--- src/rtl/fbpm_ram.sv ---
// Generic single-write, single-read RAM with registered read data.
module fbpm_ram #(
  parameter int Width = 8,
  parameter int Depth = 16
) (
  input  logic                     clk_i,
  input  logic                     we_i,
  input  logic [$clog2(Depth)-1:0] waddr_i,
  input  logic [Width-1:0]         wdata_i,
  input  logic [$clog2(Depth)-1:0] raddr_i,
  output logic [Width-1:0]         rdata_o
);

  logic [Width-1:0] mem_q [Depth];

  // Write port and registered read port.
  always_ff @(posedge clk_i) begin
    if (we_i) begin
      mem_q[waddr_i] <= wdata_i;
    end
    rdata_o <= mem_q[raddr_i];
  end

endmodule

--- config.mk ---
export PLATFORM = sky130hd
export DESIGN_NAME = fbpm_ram
export DESIGN_NICKNAME = d
export VERILOG_FILES = /design/src/rtl/fbpm_ram.sv
export SDC_FILE = /design/constraint.sdc
export NUM_CORES = 1
export LEC_CHECK = 0
export BUFFER_PORTS_ARGS = -buffer_cell sky130_fd_sc_hd__buf_2
export CAP_MARGIN = 0
export CORE_MARGIN = 4
export CORE_UTILIZATION = 50
export CTS_CLUSTER_SIZE = 24
export DETAILED_ROUTE_END_ITERATION = 12
export HOLD_SLACK_MARGIN = 0.03
export PLACE_DENSITY = 0.75
export SYNTH_ARGS = -nofsm -noshare
export SYNTH_HDL_FRONTEND = slang
export SYNTH_SLANG_ARGS = --single-unit
--- constraint.sdc ---
create_clock -name clk_i -period 1.65 [get_ports clk_i]
set_clock_uncertainty 0.05 [all_clocks]
set_input_delay 0.2475 -clock clk_i [delete_from_list [all_inputs] [get_ports clk_i]]
set_output_delay 0.2475 -clock clk_i [all_outputs]
set_load 0.02 [all_outputs]
==> Yosys cells after proc, flatten, opt, wreduce, memory -nomap -nowiden <==
Memory sizes are Yosys's and may differ from the RTL's. A register that Yosys moved wholly into a read port is not among the register bits.
Cells that the tools add are included.
{ "op_classes": {"n_mux": 2} }
{ "op_table": {"columns": ["cell", "n"], "rows": [
  ["1-bit two-way mux", 2]
]} }
{ "totals": {"register_bits": 0, "ramBits": 128, "input_bits": 18, "output_inout_bits": 8, "n_memories": 1} }
{ "memory_table": {"columns": ["memory", "depth", "word_bits", "read_ports", "rd_clocked_by_memory_dff", "wr", "line_no", "text"], "rows": [
  ["mem_q", 16, 8, 1, 1, 1, "14", "logic [Width-1:0] mem_q [Depth];"]
]} }

==> Longest topological paths before layout <==
Gate-level depths: netlist of the first run.
{ "logic_depth": {"depth_word": 2, "mapped_depth": 5, "ltp_nobuf": 3} }

==> Least setup slack after synthesis of the first run <==
No wires, ideal clock.
{ "synth_timing": {"kind": "input to register", "start": "input port waddr_i[2]", "end": "memory mem_q[0][0] (enable)", "setup_ns": 0.383, "arrival_time_ns": 1.357, "required_ns": 1.217, "path_slack_ns": -0.140, "cell_stages": 2, "path_cell_list": "or3b_2 nor3_1"} }
{ "synth_rtl": {"columns": ["element", "line_no", "text"], "rows": [
  ["start, declared", "8", "input logic [$clog2(Depth)-1:0] waddr_i,"],
  ["end, declared", "14", null]
]} }
No word-level cell before the write port.

==> flow_summary.toml, run 1 <==
[power_and_ir_drop]
post-layout-total-power_mw = 7.91
power_per_cell_area_nw_per_um2 = 1280
net_switching_share_of_the_total_power = 0.203
comb_power_share = 0.050
power.ir.vdd_worst_v = 0.000767
static-leakage-power_nw = 2.12
net-switching-power_mw = 1.60
clock_power_share = 0.459
power.sequential.fraction = 0.492
cell_internal_pwr_mw = 6.31

[final_layout]
fin_util = 0.622
final_cells = 432
mostFrequentLayoutCells = "128 x edfxtp_1, 25 x buf_2, 21 x buf_4, 18 x mux4_2"
areaGrowthSynthToFinish_pct = 19.8
drive_gt1_frac = 0.334
fillCellCount = 686
finalInstanceArea_um2 = 6170
commonest_non_fill_non_tap_cell_in_the_layout = "edfxtp_1"
nNetsFinal = 306
antenna_cells_inserted = 0

[sta]
worst_max_slew_margin_expressed_relative_to_the_limit = 0.733
tightestPinTransition_ns = 0.400
hold_ws_ns = 0.0675
finalMaxSlewViolations = 0
max_freq_mhz = 713
report.final.hold_viol_count = 0
period_share = 0.850
timing.final.setup_violations = 0
grt_setup_unrepaired = "no"
finalWorstPathRequiredPeriod_ns = 1.40

[global_route]
grt_max_degree = 20
gr-total-overflow = 0
grt_first_pass_wirelength_um = 15000
grt_usage = 0.178
antenna_found_initial = 1
via_count_of_the_first_global_routing_pass = 2697

[clock_tree]
clk_latency_worst_skew_pair_ns = 0.51
cts_made_buffers = 17
cts_hold_buffers = 0
ctsLongestPathBuffers = 2
total_number_of_h_tree_levels = 4
cts_tree = "built"
postCtsResizedCells = 0
clk_root_buffer_cell = "clkbuf_8"
cts.repair_timing.setup_buffer_count = 0
cts.sink_count = 136
clk_pin_slew_ns = 0.06

[outcome]
status = "completed"

[die]
initial_standard_cell_utilization_of_the_core = 0.519
chipHeight_um = 109
design.die.area_um2 = 12000
rows = 36
coreArea_um2 = 9910
die-width_um = 109
num_io_pins = 26

[worst_setup_path]
setup.worst_path.start_class = "flip-flop"
path_cells = "mux4_1 -> a22oi_1 -> nand2_1"
critPathMaxFanout = 1
setup.worst_path.class = "flip-flop to flip-flop"
endpoint_kind = "flip-flop"
critPathSlowestCell = "mux4_1"
maximum_single_stage_delay_on_the_critical_path_ns = 0.51
cp.arrival_ns = 1.75
cp_data_required_time_ns = 1.99
worst_reg_to_reg_setup_slack_ns = 0.25
cp.buffers_inverters = 0
path_delay_family = "multiplexers"

[placed_design]
dp_hpwl_um = 6230
placed_cell_area_um2 = 5600
number_of_placed_instances_taps_included = 402
io_buffers = 25
finalWeightedCongestion = 0.747

[yosys]
synthesis.area_um2 = 5150
synth_cells = 229
synthArstFlopShare = 0
synth_enable_flop_cells = 128
ys_warn_count = 0
ys.flop_type = "edfxtp_1"
synth.yosys.seq_area_share = 0.778
synthDistinctLibCells = 19
flops_latches_synth = 136
synthesis.area_per_instance_um2 = 22.5
synth_fp_nets = 247

[routing]
detail_route.wirelength_um = 9450
drt_pre_antenna_iters = 4
wl_per_cell_um = 21.9
top_layer = "met5"
detail_route.wirelength.met1_um = 3990
postRouteAntennaNets = 0
post-route-drc-count = 0
route.vias.total = 2438
post_drt_via_cell_ratio = 5.64
route.met2.wl_um = 4710
met3_wirelength_um = 571
dr.first_iter.drc_count = 192

[hold_path]
min_path_type = "input pin to flip-flop"

[flow_run]
timing.max_cap.violations = 0
-- layer usage --
layer	global-route usage	up-vias
li1	-	1097
met1	0.234	1245
met2	0.283	78
met3	0.0552	16
met4	0.0650	2
met5	0	-
-- layout make-up --
class,instances,area [µm²],share of cell area
Clock buffer,17,414,0.0672
Clock inverter,13,158,0.0256
Multi-Input combinational cell,83,1060,0.172
Sequential cell,136,4000,0.649
Tap cell,133,166,0.0270
Timing Repair Buffer,50,363,0.0588
-- synth_stat cells, types with 2 or more instances --
| cell type | number | area share |
|---|---|---|
| a22oi_1 | 16 | 0.023 |
| nand3b_1 | 2 | 0.0029 |
| mux4_1 | 14 | 0.071 |
| nor2_1 | 13 | 0.0095 |
| buf_6 | 3 | 0.0066 |
| nand2_1 | 9 | 0.0066 |
| nor3_1 | 4 | 0.0039 |
| edfxtp_1 | 128 | 0.75 |
| nand2b_1 | 2 | 0.0024 |
| clkdlybuf4s25_2 | 3 | 0.0058 |
| mux4_2 | 18 | 0.079 |
| dfxtp_1 | 8 | 0.031 |
| buf_2 | 3 | 0.0029 |
-- flip-flops by register name (all words and copies together), names as in the netlist --
register,flops
rdata_o,8
mem_q,128
-- worst register-to-register path: stages, from the launching register on --
cell and delay, ns:
edfxtp_1 0.37, mux4_1 0.51, a22oi_1 0.27, nand2_1 0.09
-- kinds of logic (layout without fill, tap and decap cells) --
group	count (synthesis)	in the layout	synth area share
and+or+nand+nor	35	35	0.0318
buffers and inverters	10	80	0.0168
muxes	32	32	0.150
AOI/OAI and AO/OA	16	16	0.0233
DFF	136	136	0.778
-- final timing paths --
path	depth (start not counted)	end	from
worst max-delay path	3	rdata_o[2]$_DFF_P_	mem_q[1][2]$_DFFE_PP_
worst min-delay path	1	mem_q[9][6]$_DFFE_PP_	wdata_i[6]
worst max register to register	3	rdata_o[2]$_DFF_P_	mem_q[1][2]$_DFFE_PP_
worst min register to register	3	rdata_o[3]$_DFF_P_	mem_q[14][3]$_DFFE_PP_
-- through the flow --
stage	setup WS (ns)	setup TNS [ns]
floorplan	0.0864	0
global placement	-0.0511	-0.140
global route	0.204	0
detailed placement	-0.0998	-0.255
finish	0.247	0
CTS	0.209	0
-- power by group through the flow --
stage	logic [mW]	clock network, mW	registers, mW
floorplan	0.196	0	3.98
global placement	0.387	0	3.96
detailed placement	0.397	0	3.96
CTS	0.399	3.69	3.89
global route	0.426	3.88	3.89
finish	0.393	3.63	3.89
(Power assumes the default switching activity.)
==> run 2, diff against run 1 <==
--- a/config.mk
+++ b/config.mk
@@ -5,6 +5,8 @@
 export SDC_FILE = /design/constraint.sdc
 export NUM_CORES = 1
 export LEC_CHECK = 0
+export ABC_AREA = 1
+export ABC_CLOCK_PERIOD_IN_PS = 1650
 export BUFFER_PORTS_ARGS = -buffer_cell sky130_fd_sc_hd__buf_2
 export CAP_MARGIN = 0
 export CORE_MARGIN = 4
==> constraint.sdc (replaced) <==
create_clock -name clk_i -period 1.65 [get_ports clk_i]
set_clock_uncertainty 0.05 [all_clocks]
set_input_delay 0 -clock clk_i [delete_from_list [all_inputs] [get_ports clk_i]]
set_output_delay 0 -clock clk_i [all_outputs]
set_load 0.02 [all_outputs]
==> run 2 against run 1 <==
Flip-flop and latch count unchanged. Hold slack better by 0.039 ns. Register-to-register slack better by 0.24 ns. Combinational power up 30%. Non-clock buffer count up 6. Largest cell class unchanged. Critical path type unchanged. First-iteration DRC count up 110%. Global-route usage up 2.8 points.
==> flow_summary.toml, run 2 <==
[yosys]
ys_warn_count = 0
ys.flop_type = "edfxtp_1"
dominant_cell_by_count_in_the_synthesized_netlist = "nand2_1"
yosys.area_share.xor_xnor = 0
synth_cells = 551
synth_commonest_cells = "173 x nand2_1, 128 x edfxtp_1, 100 x inv_1, 97 x nand3_1, 17 x nor2_1"
synth_top_area_share = 0.667
synthesis.area_per_instance_um2 = 10.5
post_synth_mux_area_share = 0
synthArstFlopShare = 0
synth_enable_flop_cells = 128
yosys.area.top_type = "edfxtp_1"
synth_top_family_by_area = "simple AND/OR/NAND/NOR gates"
flops_latches_synth = 136
synthDistinctLibCells = 12
post_synth_main_area_contributors = "edfxtp_1 67%, nand2_1 11%, nand3_1 8.4%"
synth.yosys.seq_area_share = 0.694
synth_simple_gate_area_frac = 0.210
synth_fa_ha_area_frac = 0
synth_compound_gate_area_share = 0
synthesis.area_um2 = 5770
synth_fp_nets = 569

[worst_setup_path]
cp.arrival_ns = 1.41
timing.critical_path.mode_cell = "nand3_1"
path_cells = "inv_1 -> nand2_1 -> nand3_1 -> nand3_1 -> nand3_1 -> nand2_1"
critPathSlowestCell = "edfxtp_1"
critPathMaxFanout = 1
endpoint_kind = "flip-flop"
maximum_single_stage_delay_on_the_critical_path_ns = 0.37
cp_data_required_time_ns = 1.89
setup.worst_path.start_class = "flip-flop"
setup.worst_path.class = "flip-flop to flip-flop"

[placed_design]
placed_cell_area_um2 = 6080
post-place-ws_ns = 0.415
io_buffers = 25
number_of_placed_instances_taps_included = 714
finalWeightedCongestion = 0.840
dp_hpwl_um = 7760

[routing]
drt_pre_antenna_iters = 6
postRouteAntennaNets = 0
dr.first_iter.drc_count = 400
route.vias.total = 3962
wl_per_cell_um = 17.1
post_drt_via_cell_ratio = 5.25
detail_route.wirelength_um = 12900
post-route-drc-count = 0

[sta]
timing.setup.tns_ns = 0
final_critical_path_setup_slack_ns = 0.485
period_share = 0.706
worst_max_slew_margin_expressed_relative_to_the_limit = 0.559
report.final.hold_viol_count = 0
hold_ws_ns = 0.106
grt_setup_unrepaired = "no"
finalWorstPathRequiredPeriod_ns = 1.17
tightestPinTransition_ns = 0.660
max_freq_mhz = 858
timing.final.setup_violations = 0
finalMaxSlewViolations = 0

[flow_run]
timing.max_cap.violations = 0

[power_and_ir_drop]
net-switching-power_mw = 1.73
power.ir.vdd_worst_v = 0.000929
static-leakage-power_nw = 2.97
post-layout-total-power_mw = 8.25
net_switching_share_of_the_total_power = 0.209
comb_power_share = 0.062
power.sequential.fraction = 0.471
power_per_cell_area_nw_per_um2 = 1220
cell_internal_pwr_mw = 6.53
clock_power_share = 0.467

[die]
design.die.area_um2 = 13300
coreArea_um2 = 11100
initial_standard_cell_utilization_of_the_core = 0.521
num_io_pins = 26
chipHeight_um = 115
rows = 38
die-width_um = 115

[global_route]
antenna_found_initial = 0
grt_usage = 0.206
via_count_of_the_first_global_routing_pass = 3735
grt_first_pass_wirelength_um = 20100
grt_max_degree = 46
gr-total-overflow = 0

[final_layout]
nNetsFinal = 620
commonest_non_fill_non_tap_cell_in_the_layout = "nand2_1"
fin_util = 0.612
most_flop_heavy_register = "mem_q"
fillCellCount = 833
antenna_cells_inserted = 0
areaGrowthSynthToFinish_pct = 17.6
multi_input_area_um2 = 1210
layout_top_registers = "mem_q x128, rdata_o x8"
layout.area.seq_um2 = 4000
largest_register_ffs = 128
drive_gt1_frac = 0.127
mostFrequentLayoutCells = "173 x nand2_1, 128 x edfxtp_1, 100 x inv_1, 97 x nand3_1, 25 x buf_2"
finalInstanceArea_um2 = 6780
final_cells = 755

[clock_tree]
cts_tree = "built"
ctsLongestPathBuffers = 2
cts.repair_timing.setup_buffer_count = 0
total_number_of_h_tree_levels = 4
clk_latency_worst_skew_pair_ns = 0.41
cts_made_buffers = 17
clk_pin_slew_ns = 0.05
clk_root_buffer_cell = "clkbuf_16"
cts.sink_count = 136

[outcome]
status = "completed"

[hold_path]
min_path_type = "input pin to flip-flop"
[run 2: cell families (layout without fill, tap and decap cells)]
family,Yosys count,after routing
buffers and inverters,126,190
flip-flops,136,136
AND/OR/NAND/NOR,289,289
[run 2: path summary, 6_finish.rpt]
| kind | start | cells after the start | endpoint | slack, ns |
|---|---|---|---|---|
| setup reg to reg | mem_q[0][7]$_DFFE_PP_ | 6 | rdata_o[7]$_DFF_P_ | 0.48 |
| hold reg to reg | mem_q[12][5]$_DFFE_PP_ | 6 | rdata_o[5]$_DFF_P_ | 0.63 |
| setup / recovery | mem_q[0][7]$_DFFE_PP_ | 6 | rdata_o[7]$_DFF_P_ | 0.48 |
| hold / removal | raddr_i[2] | 5 | rdata_o[5]$_DFF_P_ | 0.11 |
[run 2: per-layer routing]
layer,GRT usage,vias to the layer above,share of wire
li1,-,1875,-
met1,0.283,1839,0.40
met2,0.317,216,0.48
met3,0.0468,32,0.089
met4,0.0915,0,0.032
met5,0,-,0
[run 2: worst max-delay path: cells and delay by family (launching register included)]
family | cells | cell delay [ns]
flops | 1 | 0.37
buf+inv | 1 | 0.06
simple gates | 5 | 0.57
[run 2: final cells by class]
cell class,count,share of cell area
inverter,102,0.0565
clock buffer,18,0.0633
multi-input combinational,289,0.179
tap,140,0.0258
timing repair buffer,56,0.0580
sequential,136,0.591
clock inverter,14,0.0268
[run 2: timing repair]
item | CTS | global route
hold endpoints to repair | 136 | 0
gates resized for setup | 0 | 0
hold buffers | 9 | 0
[run 2: power groups by stage]
stage / Combinational [mW] / Clock, mW / Sequential (mW)
6_report: 0.512 / 3.85 / 3.89
5_1_grt: 0.560 / 4.06 / 3.89
4_1_cts: 0.512 / 3.88 / 3.89
3_5_place_dp: 0.488 / 0 / 3.96
3_3_place_gp: 0.470 / 0 / 3.96
2_1_floorplan: 0.272 / 0 / 3.98
